### config.mk
export PLATFORM = sky130hd
export DESIGN_NAME = header_field_layout_checker_top
export DESIGN_NICKNAME = d
export VERILOG_FILES = /design/src/rtl/hflc_pkg.sv /design/src/rtl/header_field_layout_checker_top.sv
export SDC_FILE = /design/constraint.sdc
export NUM_CORES = 2
export LEC_CHECK = 0
export BUFFER_PORTS_ARGS = -buffer_cell sky130_fd_sc_hd__buf_2
export CORE_MARGIN = 1.5
export CORE_UTILIZATION = 40
export DETAILED_ROUTE_END_ITERATION = 10
export SLEW_MARGIN = 20
export SYNTH_ARGS = -nofsm -noshare
export SYNTH_HDL_FRONTEND = slang
export SYNTH_SLANG_ARGS = --single-unit
### constraint.sdc
create_clock -name clk -period 7.52 [get_ports clk]
set_input_delay 1.504 -clock clk [delete_from_list [all_inputs] [get_ports clk]]
set_output_delay 1.504 -clock clk [all_outputs]
set_load 0.01 [all_outputs]
### src/rtl/hflc_pkg.sv
package hflc_pkg;

    // Depth of the descriptor store
    localparam int MaxDescriptors = 64;
    localparam int AddrW          = $clog2(MaxDescriptors);
    localparam int CountW         = $clog2(MaxDescriptors + 1);

    localparam int FieldW = 16;
    localparam int EndW   = FieldW + 1;

    // One stored descriptor: start and exclusive end
    typedef struct packed {
        logic [EndW-1:0]   field_end;
        logic [FieldW-1:0] field_start;
    } entry_t;

    localparam int EntryW = $bits(entry_t);

    // Sequencer state codes
    localparam logic [1:0] ST_IDLE   = 2'd0;
    localparam logic [1:0] ST_SCAN   = 2'd1;
    localparam logic [1:0] ST_FINISH = 2'd2;

endpackage

### src/rtl/header_field_layout_checker_top.sv
// Channel      | Handshake                 | Payload
// -------------+---------------------------+------------------------------------------
// descriptor   | start, busy               | field_offset, field_length, last_descriptor
// result       | done (one-cycle strobe)   | layout_clean
// capacity cfg | header_capacity_we        | header_capacity_data
//
// While a descriptor is handled busy stays high: the store memory delivers the
// stored entries one per cycle for the overlap compare, then the finish step writes
// new entry unless the store is full, and issues the result on the last descriptor.
// Reset clears the entry count and the violation flag; the store needs no clearing.
// The result beat is shown for one cycle only; the receiver cannot stall it.
module header_field_layout_checker_top
    import hflc_pkg::*;
(
    input  logic              clk,
    input  logic              rst_n,
    input  logic              start,
    output logic              busy,
    input  logic [FieldW-1:0] field_offset,
    input  logic [FieldW-1:0] field_length,
    input  logic              last_descriptor,
    output logic              done,
    output logic              layout_clean,
    input  logic              header_capacity_we,
    input  logic [FieldW-1:0] header_capacity_data
);

    logic [1:0]        state_reg, state_next;
    logic [CountW-1:0] count_reg, count_next;
    logic [CountW-1:0] iss_reg, iss_next;
    logic              rdv_reg;
    logic              viol_reg, viol_next;
    logic [FieldW-1:0] cap_reg;
    logic [FieldW-1:0] start_reg;
    logic [EndW-1:0]   end_reg;
    logic              last_reg;
    logic              done_reg, done_next;
    logic              clean_reg, clean_next;

    logic              accept;
    logic [EndW-1:0]   in_end;
    logic              rd_en;
    logic              wr_en;
    logic              full;
    logic              viol_fin;
    logic              overlap;
    entry_t            rd_data_reg;
    entry_t            wr_data;

    entry_t            store_mem [MaxDescriptors];

    assign accept = start && (state_reg == ST_IDLE);
    assign busy   = (state_reg != ST_IDLE);
    assign in_end = {1'b0, field_offset} + {1'b0, field_length};
    assign full   = (count_reg == CountW'(MaxDescriptors));
    assign rd_en  = (state_reg == ST_SCAN) && (iss_reg != count_reg);
    assign wr_en  = (state_reg == ST_FINISH) && !full;

    assign wr_data.field_start = start_reg;
    assign wr_data.field_end   = end_reg;

    // Overlap: each interval starts before the other ends
    assign overlap = ({1'b0, start_reg} < rd_data_reg.field_end)
                  && ({1'b0, rd_data_reg.field_start} < end_reg);

    assign viol_fin = viol_reg || full;

    // Store: one write port, one registered read port
    always_ff @(posedge clk)
    begin
        if (wr_en)
        begin
            store_mem[count_reg[AddrW-1:0]] <= wr_data;
        end
        if (rd_en)
        begin
            rd_data_reg <= store_mem[iss_reg[AddrW-1:0]];
        end
    end

    // Sequencer next state
    always_comb
    begin
        state_next = state_reg;
        count_next = count_reg;
        iss_next   = iss_reg;
        viol_next  = viol_reg;
        done_next  = 1'b0;
        clean_next = clean_reg;
        unique case (state_reg)
            ST_IDLE:
            begin
                if (accept)
                begin
                    iss_next   = '0;
                    state_next = ST_SCAN;
                    if (in_end > {1'b0, cap_reg})
                    begin
                        viol_next = 1'b1;
                    end
                end
            end
            ST_SCAN:
            begin
                // compare the entry read last cycle
                if (rdv_reg && overlap)
                begin
                    viol_next = 1'b1;
                end
                if (rd_en)
                begin
                    iss_next = iss_reg + CountW'(1);
                end
                else
                begin
                    state_next = ST_FINISH;
                end
            end
            ST_FINISH:
            begin
                state_next = ST_IDLE;
                if (last_reg)
                begin
                    done_next  = 1'b1;
                    clean_next = !viol_fin;
                    count_next = '0;
                    viol_next  = 1'b0;
                end
                else
                begin
                    viol_next = viol_fin;
                    if (!full)
                    begin
                        count_next = count_reg + CountW'(1);
                    end
                end
            end
            default:
            begin
                state_next = ST_IDLE;
            end
        endcase
    end

    // Control registers
    always_ff @(posedge clk or negedge rst_n)
    begin
        if (!rst_n)
        begin
            state_reg <= ST_IDLE;
            count_reg <= '0;
            iss_reg   <= '0;
            rdv_reg   <= 1'b0;
            viol_reg  <= 1'b0;
            done_reg  <= 1'b0;
            cap_reg   <= '1;
        end
        else
        begin
            state_reg <= state_next;
            count_reg <= count_next;
            iss_reg   <= iss_next;
            rdv_reg   <= rd_en;
            viol_reg  <= viol_next;
            done_reg  <= done_next;
            if (header_capacity_we)
            begin
                cap_reg <= header_capacity_data;
            end
        end
    end

    // Hold the beat payload and the result value
    always_ff @(posedge clk)
    begin
        clean_reg <= clean_next;
        if (accept)
        begin
            start_reg <= field_offset;
            end_reg   <= in_end;
            last_reg  <= last_descriptor;
        end
    end

    assign done         = done_reg;
    assign layout_clean = clean_reg;

    // Result beat only comes out of the finish step
    a_done_from_finish: assert property (@(posedge clk) disable iff (!rst_n)
        done_reg |-> $past(state_reg == ST_FINISH))
        else $error("result beat without finish step");

    // Entry count never passes the store depth
    a_count_bound: assert property (@(posedge clk) disable iff (!rst_n)
        count_reg <= CountW'(MaxDescriptors))
        else $error("entry count past store depth");

    // After a result the set state is cleared
    a_clear_after_result: assert property (@(posedge clk) disable iff (!rst_n)
        done_reg |-> (count_reg == '0) && !viol_reg)
        else $error("set state not cleared after result");

    // Read data is only flagged valid after a scan cycle
    a_read_in_scan: assert property (@(posedge clk) disable iff (!rst_n)
        rdv_reg |-> $past(state_reg == ST_SCAN))
        else $error("read data outside scan");

    // An accepted beat starts a scan
    a_accept_scan: assert property (@(posedge clk) disable iff (!rst_n)
        (start && !busy) |=> (state_reg == ST_SCAN))
        else $error("accepted beat did not start scan");

endmodule
==> results.md <==
- The number of maximum-capacitance violations is 0.
- The reported leakage power is 29.64 nW.
- The iteration count of the initial detailed-routing pass is 8.
- Leaving out fill and tap cells, the most frequent cell in the layout is sky130_fd_sc_hd__edfxtp_1.
- The most used flip-flop cell after synthesis is sky130_fd_sc_hd__edfxtp_1.
- The power per unit of standard cell area is 334.2 nW/um^2.
- The type of the most critical hold path is reg2reg.
- In this run the most critical hold path is launched from cap_reg[5].
- The worst-case register-to-register setup slack is 3580 ps.
- The placement-stage cell area is 90,100 um^2.
- The part of the power in the clock network is 0.319.
- Dividing the detail-routed wire length by the instance count gives 28.59 um.
- The cell area that synthesis handed to floorplanning was 85,530 um^2.
- At the pin with the least slew margin, the transition time is 1171 ps.
- Counting cells, the worst reg-to-reg path comes to 4.
- The maximum number of pins on one net before global-route repair is 128.
- The setup violation total in the final timing report is 0.
- The top fanout value on the critical path is 3.
- The count of hold buffers inserted by post-cts repair is 0.
- Setup repair after global routing left no endpoint under its margin.
- The detail route stage leaves a number of antenna-violating nets equal to 0.
- The design area is 96,830 um^2.
- Compared with the post-synthesis result, the final layout area differs by 13.20%.
- The clock net in this run drives a total of 2,215 sinks.
- The post-route minimum period is 4214 ps.
- The number of setup buffers added after CTS is 0.
- The total area inside the core boundary comes to 212,300 um^2.
- The routed layout has 37,938 vias.
- Summed over all nets, the switching power comes to 0.008672 W.
- The CTS buffer count is 212.
- Of the total power, combinational logic draws 0.227.
- The die is 465.4 um tall.
- Synthesis produced 3,533 cells.
- The most repeated library cell on the critical path is sky130_fd_sc_hd__a21o_1.
- In the routed layout, each cell is associated on average with a via count of 5.622.
- The synthesized design contains 2,180 enable-type register cells.
- The share of total power dissipated in sequential elements is 0.454.
- The synthesized net count is 3,652.
- Counting the fill cells in the layout gives 17,512.
- The quantity of I/O buffers inserted on ports is 55.
- In the final layout, the share of cells above drive strength 1 is 0.3210.
- The area share of the largest cell type after synthesis is 0.7653.
- The flow ran to the end, and the final reports show no timing, DRC or antenna violations.
- The clock tree from TritonCTS is built.
- At the end of the flow the core is filled with cells to 0.4561.
- The reg-to-reg critical path endpoint is rd_data_reg[22].
- The wire length of the first global-routing pass is 279,700 um.
- The die area is 216,600 um^2.
- The setup clock skew after layout is 30.06 ps.
- Summed over all layers, the global routing overflow is 0.
- Once layout is complete, the cells apart from fillers number 6,748.
- For this run, the number of Yosys warnings is 0.
- The worst hold path was traced through 2 stages.
- After synthesis the netlist holds a flip-flop and latch count of 2,215.
- The internal power of the cells totals 0.02369 W.
- In the final design database the tool counted 3,870 nets.
- The critical path in this run is classified as in2reg.
- The final layout contains routed wiring with a total length of 192,900 um.
- The final-report hold violation count is 0.
- The maximum VDD drop is 0.3107 mV.
- STA puts the critical path data required time at 8220 ps.
- The final max-slew violation count is 0.
- The half-perimeter wire length of the detailed placement result is 102,800 um.
- The worst register-to-register path begins at iss_reg[0].
- Walking the worst path, the cells encountered are buf_2, ha_1, fa_1, a211oi_1, nor2_1, o31a_1, a21o_1, a21oi_1, xnor2_1, ha_1, a21o_1, a21o_1, a211oi_1, o21ai_0, nor4_1, nor2_1, a2bb2oi_1.
- The congestion estimate from routability-driven global placement came to 0.7993.
- The critical path endpoint is viol_reg.
- The part of the cycle the worst path needs is 0.5603.
- Setup total negative slack on the finished layout was measured at 0 ps.
- In the layout the commonest cells are sky130_fd_sc_hd__edfxtp_1 (2,180), sky130_fd_sc_hd__mux4_2 (693), sky130_fd_sc_hd__clkbuf_16 (215), sky130_fd_sc_hd__buf_4 (112).
- The initial antenna violation count was 15.
- The clock reaches the later pin of the worst-skew pair after 840 ps.
- The flip-flop count of the largest register, all copies and words added is 2,112.
- The nature of the critical path endpoint is a flip-flop.
- The slowest stage of the critical path belongs to the cell sky130_fd_sc_hd__fa_1.
- Of the total power, the share spent switching nets is 0.2679.
- The DRC marker count from the first detailed-route iteration is 3,774.
- The start point of the critical path is field_offset[0].
- The clock edge transition at the registers on the reported setup and hold paths is 60 ps.
- In the global route stage, overall resource usage came out at 0.1788.
- The maximum cell stage delay along the critical path is 440 ps.
- The site row count is 169.
- The width of the die is 465.4 um.
- STA classifies the critical path startpoint as an input pin.
- At the worst endpoint, the arrival time is 4910 ps.
- The post-synthesis average cell area is 24.21 um^2.
- The post-cts gate resize count is 0.
- The initial core utilization is 0.4029.
- The highest attainable clock frequency is 237.3 MHz.
- Yosys attributes the largest share of cell area to sky130_fd_sc_hd__edfxtp_1 (77%), sky130_fd_sc_hd__mux4_2 (18%), sky130_fd_sc_hd__ha_1 (0.95%).
- Measured against its own limit, the worst slew margin works out to 0.2171.
- The via count of the first global-routing pass came to 38,911.
- Yosys mapped the design onto 48 distinct sky130hd cell types.
- The top cell type by total area after synthesis is sky130_fd_sc_hd__edfxtp_1.
- Once placement completed, the tool counted placed cells totaling 6,357.
- CTS placed an instance of sky130_fd_sc_hd__clkbuf_16 at the clock tree root.
- The number of primary I/O pins is 56.
- For this run, design rule violations remaining after detail routing come to 0.
- The depth of the CTS H-tree is 4.
- In the synthesized netlist the async set-or-reset flop fraction comes to 0.01580.
- The maximum clock insertion buffer count is 3.
- The sequential cell area fraction in the yosys report is 0.7758.
[how the worst min path moves through the flow]
| stage | end | slack, ps |
|---|---|---|
| 5_1_grt | cap_reg[4] | 540 |
| 3_5_place_dp | cap_reg[5] | 500 |
| 4_1_cts | cap_reg[1] | 510 |
| 3_3_place_gp | cap_reg[4] | 490 |
| 2_1_floorplan | cap_reg[10] | 480 |
| 6_report | cap_reg[5] | 510 |
[layer usage]
layer	share of wire	vias up	track usage
met3	0.066	236	0.03078
met1	0.43	20821	0.2576
met4	0.017	4	0.04016
li1	-	15643	-
met2	0.48	1234	0.2864
met5	0.00011	-	0
[metrics by stage]
step	hold WS, ps	total power [W]	worst slack [ps]
after floorplan	479.9	0.02010	2958
after global placement	493.7	0.02230	2445
after detailed placement	503.4	0.02238	2472
after CTS	513.3	0.03267	3359
after global routing	536.6	0.03356	3088
final	509.4	0.03236	3306
[logic make-up (layout without fill, tap and decap cells)]
family	after synthesis	in the layout	synth area share
adders and majority gates	66	66	0.009742
xor gates and xnor gates	22	22	0.002253
AOI/OAI and AO/OA	107	107	0.007563
buffers and inverters	224	616	0.01096
other	0	2	0
DFF	2215	2215	0.7758
muxes	697	697	0.1830
and+or+nand+nor	202	202	0.01071
[worst max-delay path, delay by kind of cell]
kind	cells	cell delay [ps]
xor gates and xnor gates	1	180
buffers and inverters	1	110
AOI/OAI and AO/OA	9	1790
and+or+nand+nor	3	350
adders and majority gates	3	960
[cells in the mapped netlist, drive strengths merged, types with 2 or more instances]
master,n
a21oi,25
nor4,4
a31oi,3
inv,52
xor2,8
xnor2,14
nor3,9
o21a,2
clkbuf,104
dfstp,16
or3,8
mux4,693
nand4,8
edfxtp,2180
ha,65
mux2i,2
buf,68
o21ai,40
mux2,2
nand4b,2
a211oi,9
and3,5
nand2b,5
a2bb2oi,2
nand3,19
nand3b,2
nand2,38
dfrtp,19
a21o,15
or2,2
nor2b,7
nor2,91
o22ai,2
[power by group through the flow]
stage          logic, W  clock network (W)  registers [W]
3_3_place_gp    0.00732                  0         0.0150
2_1_floorplan   0.00500                  0         0.0151
5_1_grt         0.00784             0.0110         0.0147
3_5_place_dp    0.00739                  0         0.0150
4_1_cts         0.00741             0.0105         0.0147
6_report        0.00733             0.0103         0.0147
[area by class of cell]
cell class | instances | area [um^2] | area share
Antenna cell | 2 | 5.005 | 0.00005169
Clock buffer | 267 | 5605 | 0.05789
Clock inverter | 121 | 1075 | 0.01110
Inverter | 52 | 195.2 | 0.002016
Multi-Input combinational cell | 1094 | 18740 | 0.1935
Sequential cell | 2215 | 66380 | 0.6855
Tap cell | 2821 | 3530 | 0.03645
Timing Repair Buffer | 176 | 1304 | 0.01346
(Power assumes the default switching activity.)
